`src/rtl/core/max_fixed_window_sum_defines.svh`:
```
`ifndef MAX_FIXED_WINDOW_SUM_DEFINES_SVH
`define MAX_FIXED_WINDOW_SUM_DEFINES_SVH

// property checked outside reset
`define MFWS_ASSERT(lbl, clk, rstn, prop, msg) \
    lbl: assert property (@(posedge clk) disable iff (!(rstn)) (prop)) else $error(msg);

// property checked on every edge, reset included
`define MFWS_ASSERT_ALWAYS(lbl, clk, prop, msg) \
    lbl: assert property (@(posedge clk) (prop)) else $error(msg);

`endif

```
`src/rtl/core/mfws_pkg.sv`:
```
`default_nettype none

package mfws_pkg;

    localparam int MAX_WINDOW   = 256;
    localparam int SAMPLE_WIDTH = 16;
    localparam int SUM_WIDTH    = 24;
    localparam int CNT_WIDTH    = $clog2(MAX_WINDOW + 1);
    localparam int WLEN_WIDTH   = 9;

    localparam logic [WLEN_WIDTH-1:0] WLEN_RESET = WLEN_WIDTH'(3);

    typedef logic signed [SAMPLE_WIDTH-1:0] t_sample;
    typedef logic signed [SUM_WIDTH-1:0]    t_sum;
    typedef logic [CNT_WIDTH-1:0]           t_cnt;
    typedef logic [WLEN_WIDTH-1:0]          t_wlen;

    typedef struct packed {
        logic accept;
        logic last;
    } t_step;

    // zero counts as one, anything above the chain length saturates
    function automatic t_cnt eff_window(t_wlen wlen);
        t_cnt k;
        if (wlen == '0) begin
            k = t_cnt'(1);
        end else if (int'(wlen) > MAX_WINDOW) begin
            k = t_cnt'(MAX_WINDOW);
        end else begin
            k = t_cnt'(wlen);
        end
        return k;
    endfunction

endpackage

`default_nettype wire

```
`src/rtl/core/mfws_cell.sv`:
```
`default_nettype none

module mfws_cell (
    input  wire logic              i_clk,
    input  wire logic              i_shift,
    input  wire logic              i_inject,
    input  wire mfws_pkg::t_sample i_new,
    input  wire mfws_pkg::t_sample i_prev,
    output mfws_pkg::t_sample      o_data
);

    mfws_pkg::t_sample r_data;
    mfws_pkg::t_sample n_data;

    always_comb begin
        n_data = r_data;
        if (i_shift) begin
            n_data = i_inject ? i_new : i_prev;
        end
    end

    always_ff @(posedge i_clk) begin
        r_data <= n_data;
    end

    assign o_data = r_data;

endmodule

`default_nettype wire

```
`src/rtl/core/mfws_chain.sv`:
```
`default_nettype none

// delay line of cells; a new item enters k cells before the end, so the
// last cell shows the item that entered k items ago
module mfws_chain (
    input  wire logic              i_clk,
    input  wire logic              i_shift,
    input  wire mfws_pkg::t_sample i_sample,
    input  wire mfws_pkg::t_cnt    i_k,
    output mfws_pkg::t_sample      o_old
);

    mfws_pkg::t_sample w_link [mfws_pkg::MAX_WINDOW];
    mfws_pkg::t_cnt    w_pos;

    assign w_pos = mfws_pkg::t_cnt'(mfws_pkg::MAX_WINDOW) - i_k;

    for (genvar i = 0; i < mfws_pkg::MAX_WINDOW; i++) begin : g_cell
        mfws_pkg::t_sample w_prev;
        logic              w_inject;

        if (i == 0) begin : g_head
            assign w_prev = i_sample;
        end else begin : g_body
            assign w_prev = w_link[i-1];
        end

        assign w_inject = (w_pos == mfws_pkg::t_cnt'(i));

        mfws_cell u_cell (
            .i_clk   (i_clk),
            .i_shift (i_shift),
            .i_inject(w_inject),
            .i_new   (i_sample),
            .i_prev  (w_prev),
            .o_data  (w_link[i])
        );
    end

    assign o_old = w_link[mfws_pkg::MAX_WINDOW-1];

endmodule

`default_nettype wire

```
`config.mk`:
```
export PLATFORM = sky130hd
export DESIGN_NAME = mfws_chain
export DESIGN_NICKNAME = d
export VERILOG_FILES = /design/src/rtl/core/max_fixed_window_sum_defines.svh /design/src/rtl/core/mfws_pkg.sv /design/src/rtl/core/mfws_cell.sv /design/src/rtl/core/mfws_chain.sv
export SDC_FILE = /design/constraint.sdc
export NUM_CORES = 2
export LEC_CHECK = 0
export BUFFER_PORTS_ARGS = -buffer_cell sky130_fd_sc_hd__buf_2
export CAP_MARGIN = 0
export CORE_MARGIN = 4
export CORE_UTILIZATION = 40
export DETAILED_ROUTE_END_ITERATION = 7
export PLACE_DENSITY = 0.59
export SYNTH_ARGS = -nofsm -noshare
export SYNTH_HDL_FRONTEND = slang
export SYNTH_SLANG_ARGS = --single-unit
```
`constraint.sdc`:
```
create_clock -name i_clk -period 5.2 [get_ports i_clk]
set_input_delay 0.26 -clock i_clk [delete_from_list [all_inputs] [get_ports i_clk]]
set_output_delay 0.26 -clock i_clk [all_outputs]
set_load 0.005 [all_outputs]
```
==> flow_summary.toml <==
[grt]
grt_use_total = 0.163
grt_pass1_vias = 86800
grt_pass1_wl_um = 571000
grt_start_max_net_pins = 198
antenna_found_initial = 13
overflow = 0

[synthesis]
synthSimpleGateAreaFrac = 0.0112
synth_edf_count = 4096
synth-compound-area-share = 0.00557
ys_async_sr_fraction = 0
ys_seq_elements = 4096
avgSynthCellArea_um2 = 18.9
synth_top_family_by_area = "multiplexers"
netlist_instances = 9303
synth_largest_area_cell = "edfxtp_1"
ys_types = 46
synth_xor_area_frac = 0.0000998
yosysWarnings = 0
synth.area.mux_share = 0.263
yosys.area_share.adder = 0
synth_fp_nets = 9330
synth_top_area_frac = 0.701
synth_flop_cell = "edfxtp_1"
synthTopCellsByArea = "edfxtp_1 70%, mux2_2 25%, clkbuf_1 1.1%"
syn_area_um2 = 176000
yosysSeqAreaShare = 0.701

[detailed_routing]
drtAntennaViolNets = 0
viasPerCell = 5.37
drtIter0Drc = 7422
finalWirelength_um = 375000
vias = 82300
wl_per_cell_um = 24.5
drtPass1Iterations = 5
drc = 0

[timing]
setup-tns-final_ns = 0
whs_ns = 0.0733
timing.final.crit_share = 0.566
period_needed_ns = 2.95
rsz0062_at_grt = "false"
tightest_slew_ns = 1.34
slew_headroom = 0.100
max_freq_mhz = 340
finClkSkew_ns = 0.0477
setup_viol = 0
maxSlewViolCount = 0
hold_viol = 0

[finish]
fill_cells = 36800
area_growth_pct = 11.4
fin_area_um2 = 196000
layout_common_cells = "4096 x edfxtp_1, 3973 x mux2_2, 431 x clkbuf_16"
final_nets = 9245
layout-drive-gt1-share = 0.532
register_area_um2 = 123000
final_common_cell = "edfxtp_1"
largest_reg_flops = 4096
multi_input_area_um2 = 49600

[setup_path]
path_max_fanout = 46
rr_worst_depth = 1
cp_data_arrival_time_ns = 3.62
reg2reg_slack_ns = 4.09
slowest_delay_ns = 1.02
cp-end-kind = "flop"
start_kind = "input pin"
regToRegEndpoint = "g_cell[35].u_cell.o_data[13]$_DFFE_PP_"
r2r-start = "g_cell[34].u_cell.o_data[13]$_DFFE_PP_"
path_cells = "buf_2 -> nor4_2 -> buf_4 -> xnor2_2 -> buf_4 -> nand4_1 -> mux2_2"
critPathSlowestCell = "nand4_1"
crit_top_cell = "buf_4"
critPathKind = "in2reg"
crit_required_ns = 5.87

[power_and_ir_drop]
cellLeakagePower_nw = 65.1
vdd_drop_max_mv = 0.272
intPower_mw = 56.3
p_sw_mw = 15.2
total_power_mw = 71.4
combinationalPowerShare = 0.048
seqPwrFrac = 0.546
powerDensity_nw_per_um2 = 365
swShare = 0.212
clockPowerShare = 0.406

[clock_tree]
clockBufferDepth = 4
cts.sinks = 4096
cts-root-buf = "clkbuf_16"
cts_buffers = 421
htree_num_levels = 5
cts_tree = "yes"
clkLatencyLatePin_ns = 0.98
clkSlewWorstSetupHoldPaths_ns = 0.06
post-cts-setup-buffers = 0

[hold_path]
min_from = "i_sample[8]"
holdPathStages = 2
whs_endpoint = "g_cell[67].u_cell.o_data[8]$_DFFE_PP_"
worst_hold_path_type = "in2reg"

[floorplanning]
num_rows = 243
ios = 43
die_x_um = 670
dieArea_um2 = 450000
coreArea_um2 = 438000
die_h_um = 670
start_util = 0.401

[place]
dpl-instance-area_um2 = 182000
port_buffers = 42
gp_congestion = 0.789
hpwl_um = 202000

[flow_run]
max_cap_violations = 0

[run_status]
status = "complete, no violations"
## critical path: cells and delay by family
kind / cells / cell delay [ns]
xor+xnor: 1 / 0.18
buf+inv: 3 / 1.10
mux: 1 / 0.64
simple gates: 2 / 1.38
## synth_stat cells (3+ instances only)
master	number
clkbuf_1	534
nor2_2	4
a21oi_1	6
nand2b_1	5
nand3_1	37
a211oi_2	3
buf_6	14
buf_1	8
nor4_2	33
mux2_1	49
o21ai_2	44
nor2_1	8
nor3_2	61
nand2_1	17
o211ai_2	9
o211ai_1	3
o21ai_4	4
nor2_4	9
nor2b_1	7
o211ai_4	12
buf_4	21
nand4_1	37
mux2_2	3973
nor3_1	9
o21ai_1	13
mux2_4	59
buf_2	204
edfxtp_1	4096
## power by group through the flow
stage | clock (mW) | sequential (mW) | combinational [mW]
CTS | 29.7 | 39.0 | 3.53
floorplan | 0 | 39.4 | 1.94
finish | 29.0 | 39.0 | 3.46
global route | 31.1 | 39.1 | 3.76
detailed placement | 0 | 39.7 | 3.47
global placement | 0 | 39.7 | 3.42
## metrics by stage
step                      setup slack (ns)   util  std cells
after floorplan                       2.60      -       9303
after global placement               0.988  0.417      14500
after detailed placement              1.05  0.417      14500
after CTS                             2.07  0.447      15300
after global routing                  2.16  0.447      15300
final                                 2.25  0.447      15300
## cells by family (layout without fill, tap and decap cells)
| group | after synthesis | after routing |
|---|---|---|
| flip-flops | 4096 | 4096 |
| XOR/XNOR | 2 | 2 |
| other | 0 | 5 |
| buffers and inverters | 782 | 1041 |
| AND/OR/NAND/NOR | 244 | 244 |
| multiplexers | 4084 | 4084 |
| AO/OA/AOI/OAI | 95 | 95 |
## worst max path at each step
stage                                              endpoint   start  slack [ns]  cells after the start
floorplan           g_cell[225].u_cell.o_data[10]$_DFFE_PP_  i_k[0]        2.60                      8
detailed placement   g_cell[216].u_cell.o_data[9]$_DFFE_PP_  i_k[0]        1.05                      7
CTS                 g_cell[216].u_cell.o_data[11]$_DFFE_PP_  i_k[0]        2.07                      7
global route         g_cell[88].u_cell.o_data[15]$_DFFE_PP_  i_k[0]        2.16                      7
global placement    g_cell[216].u_cell.o_data[14]$_DFFE_PP_  i_k[0]        0.99                      7
finish               g_cell[88].u_cell.o_data[11]$_DFFE_PP_  i_k[0]        2.25                      7
## layout make-up
type                    count  area share
clock inverters           246     0.00982
clock buffers             521      0.0568
well taps                5757      0.0368
diodes                      5   0.0000640
repair buffers            274      0.0135
flip-flops and latches   4096       0.629
multi-input cells        4425       0.254
## routing by layer
metal | global-route usage | share of wire
met1 | 0.238 | 0.47
met2 | 0.255 | 0.46
met4 | 0.0441 | 0.026
met3 | 0.0210 | 0.045
met5 | 0 | 0
## repair_timing
action / 4_1_cts / 5_1_grt
gates resized for setup: 0 / 0
hold buffers: 4 / 0
hold endpoints to repair: 22 / 0
Note: power is estimated with default switching activity, not from simulation.
